**config.mk**
```make
export PLATFORM = sky130hd
export DESIGN_NAME = odo_queue
export DESIGN_NICKNAME = d
export VERILOG_FILES = /design/src/rtl/odo_pkg.sv /design/src/rtl/odo_queue.sv
export SDC_FILE = /design/constraint.sdc
export NUM_CORES = 1
export LEC_CHECK = 0
export ABC_AREA = 1
export BUFFER_PORTS_ARGS = -buffer_cell sky130_fd_sc_hd__buf_2
export CAP_MARGIN = 20
export CORE_UTILIZATION = 56
export DETAILED_ROUTE_END_ITERATION = 7
export HOLD_SLACK_MARGIN = 0.05
export PLACE_DENSITY_LB_ADDON = 0.05
export SLEW_MARGIN = 20
export SYNTH_ARGS = -nofsm -noshare
export SYNTH_HDL_FRONTEND = slang
export SYNTH_SLANG_ARGS = --single-unit
```
**constraint.sdc**
```tcl
create_clock -name clk -period 11.8 [get_ports clk]
set_input_delay 1.18 -clock clk [delete_from_list [all_inputs] [get_ports clk]]
set_output_delay 1.18 -clock clk [all_outputs]
set_load 0.05 [all_outputs]
```
**src/rtl/odo_pkg.sv**
```systemverilog
// Shared types, constants and arithmetic helpers for the tracking wheel odometry block.
package odo_pkg;

	localparam int CORDIC_ITERS = 16;

	localparam logic signed [33:0] CORDIC_GAIN = 34'sd652032874;

	// Angle scaling: pi in Q30 split as 36000 * ANG_Q + ANG_R, so that
	// round(a * pi / 36000) = a * ANG_Q + floor((a * ANG_R + ANG_RND) / 36000).
	// The small quotient uses a reciprocal multiply, exact below 2^29.
	localparam logic signed [33:0] ANG_Q   = 34'sd93701;
	localparam logic signed [33:0] ANG_R   = 34'sd23426;
	localparam logic signed [33:0] ANG_M   = 34'sd977343670;
	localparam logic [28:0]        ANG_RND = 29'd18000;

	localparam logic [31:0] ATAN_Q30 [32] = '{
		32'd843314857, 32'd497837829, 32'd263043837, 32'd133525159, 32'd67021687,
		32'd33543516, 32'd16775851, 32'd8388437, 32'd4194283, 32'd2097149,
		32'd1048576, 32'd524288, 32'd262144, 32'd131072, 32'd65536, 32'd32768,
		32'd16384, 32'd8192, 32'd4096, 32'd2048, 32'd1024, 32'd512, 32'd256,
		32'd128, 32'd64, 32'd32, 32'd16, 32'd8, 32'd4, 32'd2, 32'd1, 32'd0
	};

	typedef enum logic [2:0] {
		CFG_START_X,
		CFG_START_Y,
		CFG_START_HEADING,
		CFG_PARALLEL_SCALE,
		CFG_PERP_SCALE,
		CFG_PARALLEL_OFFSET,
		CFG_PERP_OFFSET
	} cfg_idx_t;

	typedef struct packed {
		logic signed [31:0] parallel_ticks;
		logic signed [31:0] perp_ticks;
		logic [15:0]        gyro_heading;
	} odo_in_t;

	typedef struct packed {
		logic signed [31:0] pos_x;
		logic signed [31:0] pos_y;
		logic signed [15:0] heading_out;
	} odo_out_t;

	typedef struct packed {
		logic signed [31:0] start_x;
		logic signed [31:0] start_y;
		logic signed [15:0] start_heading;
		logic [23:0]        parallel_scale;
		logic [23:0]        perp_scale;
		logic [22:0]        parallel_offset;
		logic [22:0]        perp_offset;
	} odo_cfg_t;

	// Classified sample handed from the front end to the back end
	typedef struct packed {
		logic signed [31:0] d_par;
		logic signed [31:0] d_perp;
		logic signed [15:0] dh;
		logic signed [15:0] head;
		logic               turn;
	} odo_item_t;

	typedef enum logic [4:0] {
		ST_IDLE, ST_PAR, ST_PERP, ST_HREM, ST_HREC, ST_HWHOLE, ST_HSTART, ST_HCOR,
		ST_RWAIT,
		ST_M1, ST_M2, ST_M3, ST_M4, ST_M5,
		ST_AREM, ST_AREC, ST_AWHOLE, ST_ASTART, ST_ACOR,
		ST_R1, ST_R2, ST_R3, ST_R4, ST_R5, ST_OUT
	} odo_state_t;

	// Shift right with round half up (floor of biased value)
	function automatic logic signed [67:0] rnd_shift(input logic signed [67:0] v,
		input int sh);
		logic signed [67:0] bias;
		bias = 68'sd1 <<< (sh - 1);
		return (v + bias) >>> sh;
	endfunction

	function automatic logic signed [31:0] sat32(input logic signed [67:0] v);
		logic signed [31:0] r;
		if (v > 68'sd2147483647) begin
			r = 32'sh7FFF_FFFF;
		end else if (v < -68'sd2147483648) begin
			r = 32'sh8000_0000;
		end else begin
			r = v[31:0];
		end
		return r;
	endfunction

	function automatic logic [33:0] abs34(input logic signed [33:0] v);
		logic signed [33:0] n;
		n = -v;
		return v[33] ? n : v;
	endfunction

endpackage

```
**src/rtl/odo_queue.sv**
```systemverilog
// Two-entry queue carrying classified items from the front end to the back end.
module odo_queue (
	input  logic              clk,
	input  logic              arst_n,
	input  logic              push,
	input  odo_pkg::odo_item_t push_item,
	output logic              full,
	input  logic              pop,
	output logic              valid,
	output odo_pkg::odo_item_t item
);
	import odo_pkg::*;

	odo_item_t  mem_q [2];
	logic       wr_q;
	logic       rd_q;
	logic [1:0] cnt_q;

	assign full  = (cnt_q == 2'd2);
	assign valid = (cnt_q != 2'd0);
	assign item  = mem_q[rd_q];

	// Store pushed items
	always_ff @(posedge clk) begin
		if (push) begin
			mem_q[wr_q] <= push_item;
		end
	end

	// Advance pointers and count
	always_ff @(posedge clk or negedge arst_n) begin
		if (!arst_n) begin
			wr_q  <= 1'b0;
			rd_q  <= 1'b0;
			cnt_q <= 2'd0;
		end else begin
			if (push) begin
				wr_q <= ~wr_q;
			end
			if (pop) begin
				rd_q <= ~rd_q;
			end
			if (push && !pop) begin
				cnt_q <= cnt_q + 2'd1;
			end else if (pop && !push) begin
				cnt_q <= cnt_q - 2'd1;
			end
		end
	end
endmodule

```
==> metrics.txt <==
outcome complete, no violations; Sink Count 198; Reg-to-Reg End mem_q[1][69]; Critical-path top delay cell buf_4; initial core utilization 57.5%; max incr delay on CP 0.87 ns; Crit Reg-Reg Startpoint wr_q; # IOs 200; Yosys Warn Count 0; Vias/cell 5.06; hpwl dp 8230 um; share of layout cells above drive strength 1 59.6%; maxcap violations 0; Setup CP Type reg -> out; die footprint 13500 um^2; Simple-Gate Fraction of Synth Area 0.567%; Levels on crit path 3; Core Region 12700 um^2; die height 116 um; CTS Buf Count 17; # H-tree levels 4; CP Cell Sequence buf_4, mux2_2, buf_2; Syn Inst Count 327; max-slew violations 0; top cells by area, synth edfxtp_1, mux2_2, mux2_4; Mapped Area 7280 um^2; Net count, final 641; multi-input logic area 1250 um^2; Syn Nets 429; clk_lat worst skew 0.43 ns; fillers 828; Critical Path RT 10.62 ns; num rows 41; Least-Margin Pin Slew 1.11 ns; R2R cell count 4; crit path max fanout 74; Worst Setup End Kind output port; setup_tns 0 ns; GR Util All Layers 19.3%; worst endpoint data arrival time 2.69 ns; Largest delay share family, worst path buffers and inverters; final hold violation count 0; post-CTS resize count 0; hold_ws 0.478 ns; final setup violation count 0; number of DRC markers in iteration 0 252; fin crit period 3.87 ns; Antenna Violating Nets Remaining 0; crit share post-route 32.8%; largest family of logic cells by synthesized area multiplexers; pwr/cell area 288 nW/um^2; CTS tree done; initial antenna violation count 1; first-pass GRT wire length 18200 um; Hold-fix buffers, CTS 0; RSZ-0062 raised after global routing false; Overflow after GRT 0; Worst Setup EP item[2]; vias in the first global route 3695; die width 116 um; clk buf depth 2; drt wl/cell 17.5 um; mux cell area share after synthesis 16.0%; synth-to-layout area growth 25.0%; Synth top area share 80.0%; Clock Tree Root clkbuf_16; router iterations before antenna repair 4; commonest non-fill, non-tap cell in the layout buf_2; Startpoint Class flop; Seq/Total Area, Yosys 81.4%; Post-Route WL 12700 um; Slew Limit Headroom 26.2%; Syn Area/Cell 22.3 um^2; GP Congestion 0.728; Synth area leader edfxtp_1; drt drc 0; I/O Buffers 199; internal reg-to-reg setup slack 9.90 ns; VDD IR max 0.000160 V; worst min-delay path class reg -> reg; most frequent cells in the layout buf_2, edfxtp_1, mux2_2; CP startpoint rd_q; PnR Total Power 2620 uW; largest net degree at the start of global routing 84; post-synthesis compound-gate area fraction 0%; Yosys reg bits 198; post-synthesis xor/xnor area fraction 0.361%; worst hold path cell count 2; Sequential Area 5930 um^2; routed via count 3675; clk slew on worst S/H paths 0.06 ns; postcts setup bufs 0; Netlist cell types 14; Synth Area in Adders 0.172%; Clock Skew 0.0132 ns; Leak Pwr 0.00352 uW; fmax 258 MHz; buffers plus inverters on the worst setup path 2
==> cell families after synthesis <==
logic type,after synthesis
multiplexers,97
XOR/XNOR,3
adder cells (fa/ha/maj),1
AND/OR/NAND/NOR,10
flip-flops,198
buffers and inverters,18
==> Yosys cell counts (all sizes together) <==
library cell,count
edfxtp,194
xor2,2
nand3,1
xnor2,1
ha,1
dfrtp,4
nand4,1
mux2,97
nor2,2
inv,7
nand2,6
buf,11
==> registers in the layout, indices dropped and copies added (netlist names) <==
| signal | flops |
|---|---|
| wr_q | 1 |
| mem_q | 194 |
| cnt_q | 2 |
| rd_q | 1 |
==> through the flow <==
step	setup slack, ns	util (%)	instances	instance area, um^2
6_report	7.93	71.8	726	9100
5_1_grt	7.80	71.8	724	9090
4_1_cts	7.90	71.6	723	9070
2_1_floorplan	5.96	-	327	7280
3_5_place_dp	8.36	66.7	691	8450
3_3_place_gp	8.37	66.7	691	8450
==> where the power goes <==
part / leakage [uW] / switching (uW) / internal (uW)
Sequential: 0.00187 / 49.9 / 934
Clock: 0.000302 / 225 / 373
Combinational: 0.00136 / 748 / 293
==> worst register-to-register path, delay by kind of cell (launching register included) <==
kind / cells / cell delay (ns)
AND/OR/NAND/NOR: 1 / 0.11
flip-flops: 1 / 0.42
buffers and inverters: 3 / 1.04
==> how the worst min path moves through the flow <==
stage | to | from | slack, ns
after CTS | cnt_q[1] | cnt_q[1] | 0.48
final | cnt_q[1] | cnt_q[1] | 0.48
after detailed placement | cnt_q[1] | cnt_q[1] | 0.46
after global placement | cnt_q[1] | cnt_q[1] | 0.46
after floorplan | cnt_q[1] | cnt_q[1] | 0.44
after global routing | cnt_q[1] | cnt_q[1] | 0.52
==> layout make-up <==
cell class	count	share of cell area, %
flip-flops and latches	198	65.2
multi-input cells	111	13.8
repair buffers	204	11.5
clock buffers	21	4.84
well taps	172	2.36
clock inverters	11	1.98
inverters	7	0.316
diodes	2	0.0550
==> routing by layer <==
layer	GRT usage [%]	part of all wire (%)
met1	20.8	38
met2	32.2	51
met3	8.53	9.1
met4	9.91	1.8
met5	0	0
Power figures use the tool's default switching activity.
