**src/rtl/odo_pkg.sv**
```systemverilog
// Shared types, constants and arithmetic helpers for the tracking wheel odometry block.
package odo_pkg;

	localparam int CORDIC_ITERS = 16;

	localparam logic signed [33:0] CORDIC_GAIN = 34'sd652032874;

	// Angle scaling: pi in Q30 split as 36000 * ANG_Q + ANG_R, so that
	// round(a * pi / 36000) = a * ANG_Q + floor((a * ANG_R + ANG_RND) / 36000).
	// The small quotient uses a reciprocal multiply, exact below 2^29.
	localparam logic signed [33:0] ANG_Q   = 34'sd93701;
	localparam logic signed [33:0] ANG_R   = 34'sd23426;
	localparam logic signed [33:0] ANG_M   = 34'sd977343670;
	localparam logic [28:0]        ANG_RND = 29'd18000;

	localparam logic [31:0] ATAN_Q30 [32] = '{
		32'd843314857, 32'd497837829, 32'd263043837, 32'd133525159, 32'd67021687,
		32'd33543516, 32'd16775851, 32'd8388437, 32'd4194283, 32'd2097149,
		32'd1048576, 32'd524288, 32'd262144, 32'd131072, 32'd65536, 32'd32768,
		32'd16384, 32'd8192, 32'd4096, 32'd2048, 32'd1024, 32'd512, 32'd256,
		32'd128, 32'd64, 32'd32, 32'd16, 32'd8, 32'd4, 32'd2, 32'd1, 32'd0
	};

	typedef enum logic [2:0] {
		CFG_START_X,
		CFG_START_Y,
		CFG_START_HEADING,
		CFG_PARALLEL_SCALE,
		CFG_PERP_SCALE,
		CFG_PARALLEL_OFFSET,
		CFG_PERP_OFFSET
	} cfg_idx_t;

	typedef struct packed {
		logic signed [31:0] parallel_ticks;
		logic signed [31:0] perp_ticks;
		logic [15:0]        gyro_heading;
	} odo_in_t;

	typedef struct packed {
		logic signed [31:0] pos_x;
		logic signed [31:0] pos_y;
		logic signed [15:0] heading_out;
	} odo_out_t;

	typedef struct packed {
		logic signed [31:0] start_x;
		logic signed [31:0] start_y;
		logic signed [15:0] start_heading;
		logic [23:0]        parallel_scale;
		logic [23:0]        perp_scale;
		logic [22:0]        parallel_offset;
		logic [22:0]        perp_offset;
	} odo_cfg_t;

	// Classified sample handed from the front end to the back end
	typedef struct packed {
		logic signed [31:0] d_par;
		logic signed [31:0] d_perp;
		logic signed [15:0] dh;
		logic signed [15:0] head;
		logic               turn;
	} odo_item_t;

	typedef enum logic [4:0] {
		ST_IDLE, ST_PAR, ST_PERP, ST_HREM, ST_HREC, ST_HWHOLE, ST_HSTART, ST_HCOR,
		ST_RWAIT,
		ST_M1, ST_M2, ST_M3, ST_M4, ST_M5,
		ST_AREM, ST_AREC, ST_AWHOLE, ST_ASTART, ST_ACOR,
		ST_R1, ST_R2, ST_R3, ST_R4, ST_R5, ST_OUT
	} odo_state_t;

	// Shift right with round half up (floor of biased value)
	function automatic logic signed [67:0] rnd_shift(input logic signed [67:0] v,
		input int sh);
		logic signed [67:0] bias;
		bias = 68'sd1 <<< (sh - 1);
		return (v + bias) >>> sh;
	endfunction

	function automatic logic signed [31:0] sat32(input logic signed [67:0] v);
		logic signed [31:0] r;
		if (v > 68'sd2147483647) begin
			r = 32'sh7FFF_FFFF;
		end else if (v < -68'sd2147483648) begin
			r = 32'sh8000_0000;
		end else begin
			r = v[31:0];
		end
		return r;
	endfunction

	function automatic logic [33:0] abs34(input logic signed [33:0] v);
		logic signed [33:0] n;
		n = -v;
		return v[33] ? n : v;
	endfunction

endpackage

```
**src/rtl/odo_front.sv**
```systemverilog
// Front end: accepts samples, forms wheel and heading deltas and classifies turns.
module odo_front (
	input  logic               clk,
	input  logic               arst_n,
	input  logic               in_valid,
	output logic               in_stall,
	input  odo_pkg::odo_in_t   in_data,
	input  logic signed [15:0] start_heading,
	output logic               push,
	output odo_pkg::odo_item_t push_item,
	input  logic               full
);
	import odo_pkg::*;

	logic [31:0]        par_prev_q;
	logic [31:0]        perp_prev_q;
	logic [15:0]        head_prev_q;
	logic [15:0]        g;
	logic signed [17:0] diff;
	logic signed [17:0] dh_w;
	logic signed [17:0] sum;
	logic signed [17:0] sum_r;
	logic signed [17:0] head_w;

	assign in_stall = full;
	assign push     = in_valid && !full;

	// Reduce gyro and wrap the heading delta and absolute heading
	always_comb begin
		g = (in_data.gyro_heading >= 16'd36000) ? in_data.gyro_heading - 16'd36000
			: in_data.gyro_heading;
		diff = $signed({2'b00, g}) - $signed({2'b00, head_prev_q});
		if (diff < -18'sd18000) begin
			dh_w = diff + 18'sd36000;
		end else if (diff >= 18'sd18000) begin
			dh_w = diff - 18'sd36000;
		end else begin
			dh_w = diff;
		end
		sum = $signed({2'b00, g}) + 18'(start_heading);
		if (sum < 18'sd0) begin
			sum_r = sum + 18'sd36000;
		end else if (sum >= 18'sd36000) begin
			sum_r = sum - 18'sd36000;
		end else begin
			sum_r = sum;
		end
		head_w = (sum_r >= 18'sd18000) ? sum_r - 18'sd36000 : sum_r;
	end

	// Build the item
	always_comb begin
		push_item.d_par  = $signed(in_data.parallel_ticks - par_prev_q);
		push_item.d_perp = $signed(in_data.perp_ticks - perp_prev_q);
		push_item.dh     = dh_w[15:0];
		push_item.head   = head_w[15:0];
		push_item.turn   = (dh_w != 18'sd0);
	end

	// Hold the previous sample
	always_ff @(posedge clk or negedge arst_n) begin
		if (!arst_n) begin
			par_prev_q  <= '0;
			perp_prev_q <= '0;
			head_prev_q <= '0;
		end else if (push) begin
			par_prev_q  <= in_data.parallel_ticks;
			perp_prev_q <= in_data.perp_ticks;
			head_prev_q <= g;
		end
	end
endmodule

```
**config.mk**
```make
export PLATFORM = sky130hd
export DESIGN_NAME = odo_front
export DESIGN_NICKNAME = d
export VERILOG_FILES = /design/src/rtl/odo_pkg.sv /design/src/rtl/odo_front.sv
export SDC_FILE = /design/constraint.sdc
export NUM_CORES = 1
export LEC_CHECK = 0
export BUFFER_PORTS_ARGS = -buffer_cell sky130_fd_sc_hd__buf_2
export CAP_MARGIN = 10
export CORE_ASPECT_RATIO = 0.8
export CORE_MARGIN = 2
export CORE_UTILIZATION = 35
export CTS_CLUSTER_SIZE = 16
export DETAILED_ROUTE_END_ITERATION = 10
export PLACE_DENSITY_LB_ADDON = 0.2
export SLEW_MARGIN = 20
export SYNTH_ARGS = -nofsm -noshare
export SYNTH_HDL_FRONTEND = slang
export SYNTH_SLANG_ARGS = --single-unit
```
**constraint.sdc**
```tcl
create_clock -name clk -period 10.63 [get_ports clk]
set_input_delay 2.126 -clock clk [delete_from_list [all_inputs] [get_ports clk]]
set_output_delay 2.126 -clock clk [all_outputs]
set_load 0.01 [all_outputs]
```
==> results.cfg <==
[synthesis]
ys.flop_type = dfrtp_1
synth_enable_flop_cells = 0
syn_area_mm2 = 0.00939
synthMuxAreaShare = 0.0168
yosys.cell_count.top_type = nand2_1
synth_nets = 1442
synthTopCellsByArea = dfrtp_1, ha_1, xnor2_1
synth_top_family_by_area = compound AO/OA/AOI/OAI gates
synthXorXnorAreaFrac = 0.0998
synth_common_cells = nand2_1, o21ai_0, inv_1
synthDistinctLibCells = 88
ys_ff_latch = 80
synth-simple-area-share = 0.199
ys_seq_area_frac = 0.213
ys_async_sr_fraction = 1.00
synthAdderAreaFrac = 0.147
synth_top_area_frac = 0.213
synthCells = 1234
synth_compound_area_frac = 0.264
yosysTopAreaCell = dfrtp_1
avgSynthCellArea_um2 = 7.61
ys_warn_count = 0

[clocking]
postCtsSetupRepairBufs = 0
cts-resized-gates = 0
hold_buffers = 0
clk_pin_slew_ns = 0.06
cts_htree_levels = 3
insertion_delay_ns = 0.33
clock_path_buffers = 2
root_buffer = clkbuf_16
cts_tree = done
cts_sinks = 80
cts_buffers = 9

[floorplan]
start_util = 0.357
fp.coreArea_mm2 = 0.0263
die_y_um = 151
io_pins = 199
die_w_um = 187
die-area_mm2 = 0.0282
rows = 53

[sta]
setup_tns_ns = 0
period_share = 0.952
fin_skew_ns = 0
finalSetupViolCount = 0
hold_violations = 0
drv_slew = 0
fmax_mhz = 98.8
tightestPinTransition_ns = 0.895
whs_ns = 0.489
slew-limit-headroom = 0.403
finalCriticalPeriod_ns = 10.12
rsz0062_at_grt = no

[worst_setup_path]
ff2ff_path_depth = 1
path_max_fanout = 11
crit_path_end_kind = primary output
arrival_ns = 7.99
reg2reg_to = head_prev_q[14]
r2r-start = head_prev_q[14]
crit_required_ns = 8.50
regToRegSetupSlack_ns = 9.89
critPathKind = in2out
startpoint_type = primary input

[status]
status = finished clean

[global_routing]
gr-total-overflow = 0
grt_pass1_vias = 8464
grt_first_pass_wirelength_um = 42600
grt_max_degree = 99
grt_usage = 0.185
antenna_found_initial = 8

[job]
cap_viol_max_count = 0

[power]
pwr_density_cell_mw_per_mm2 = 203
ir_drop_mv = 0.0798
power_leakage_nw = 5.30

[hold_path]
hold_end = head_prev_q[0]
hp-start = head_prev_q[0]
hold_depth = 2
hp-class = reg2reg

[final_layout]
layout.nets = 1629
design_area_mm2 = 0.0111
ff_latch_area_mm2 = 0.00200
fillers = 2770
multiInputGateArea_mm2 = 0.00683
drive_gt1_frac = 0.177
area_growth_pct = 17.8

[place]
gp_congestion = 0.872
dpl.hpwl_um = 21200
io_buffers = 198
place_area_mm2 = 0.0108

[route]
drc = 0
drt_iter0_drc = 517
vias = 9169
drt-total-wl_um = 26300
wl_per_cell_um = 14.7
firstDrtPassIters = 5
via_per_inst = 5.13
drtAntennaViolNets = 0
worst max path at each step:
stage / startpoint / depth (start not counted) / endpoint / slack (ns)
after CTS: in_data[6] / 24 / push_item[16] / 0.47
after global routing: in_data[6] / 25 / push_item[16] / 0.06
after floorplan: in_data[6] / 21 / push_item[16] / 1.10
after global placement: in_data[6] / 24 / push_item[16] / 0.70
final: in_data[6] / 24 / push_item[16] / 0.51
after detailed placement: in_data[6] / 24 / push_item[16] / 0.49
worst max-delay path, cell delays in order:
cell     delay [ns]
buf_2          0.11
o21ai_0        0.41
nand2_1        0.13
and3_1         0.24
o41ai_1        0.25
buf_4          0.22
inv_1          0.07
nand2_1        0.08
xnor2_1        0.11
ha_1           0.42
nand2_1        0.12
or3_1          0.40
a21oi_1        0.28
o31ai_2        0.14
xnor2_1        0.58
a311o_1        0.35
o21ai_2        0.17
o41ai_1        0.40
xnor2_1        0.21
o31a_1         0.28
a211o_1        0.43
o41ai_1        0.14
xor2_1         0.17
buf_2          0.14
layout make-up:
| cell class | instances | share of cell area |
|---|---|---|
| Clock inverter | 5 | 0.00520 |
| Clock buffer | 11 | 0.0210 |
| Sequential cell | 80 | 0.181 |
| Tap cell | 357 | 0.0404 |
| Timing Repair Buffer | 203 | 0.0932 |
| Inverter | 120 | 0.0409 |
| Antenna cell | 5 | 0.00113 |
| Multi-Input combinational cell | 1007 | 0.617 |
registers in the layout, indices dropped and copies added, names as in the netlist:
signal	cells
head_prev_q	16
par_prev_q	32
perp_prev_q	32
routing by layer:
metal | up-vias | track usage | share of wire
met3 | 16 | 0.0459 | 0.061
met1 | 4186 | 0.261 | 0.50
li1 | 4766 | - | -
met5 | - | 0 | 0.0010
met4 | 4 | 0.0218 | 0.0065
met2 | 197 | 0.293 | 0.43
cell families (layout without fill, tap and decap cells):
kind of cell    after synthesis  count (layout)
fa+ha+maj                   108             108
compound gates              379             379
buf+inv                     147             339
xor+xnor                    107             107
mux                          14              14
flops                        80              80
simple gates                399             399
other cells                   0               5
cell usage in the layout (no fill, tap or decap), types with 6 or more instances in the layout:
cell type / count
o21bai_1: 8
nand2b_1: 21
and2_1: 9
a31oi_1: 22
xor2_1: 30
xnor2_1: 77
inv_1: 118
nand3_1: 24
o31ai_1: 9
dfrtp_1: 80
o21ai_0: 128
o22ai_1: 7
o21a_1: 17
a21o_1: 25
a211oi_1: 7
buf_4: 6
nand2_1: 161
clkbuf_16: 9
o211ai_1: 14
buf_2: 197
or2_2: 8
nand4_1: 6
a21oi_1: 66
mux2i_1: 9
and3_1: 19
nor2_1: 78
nor3_1: 29
nor2b_1: 14
or3_1: 11
ha_1: 104
power by group:
part	total (mW)	internal (mW)	switching [mW]
registers	0.356	0.344	0.0122
clock network	0.311	0.182	0.130
logic	1.58	0.658	0.924
per-stage QoR:
stage               instances  worst slack, ns   util  power [mW]
finish                   1788            0.510  0.420        2.25
global route             1785           0.0583  0.420        2.46
CTS                      1783            0.471  0.420        2.26
detailed placement       1767            0.485  0.409        1.93
global placement         1767            0.703  0.409        1.94
floorplan                1234             1.10      -        1.48
(Power assumes the default switching activity.)
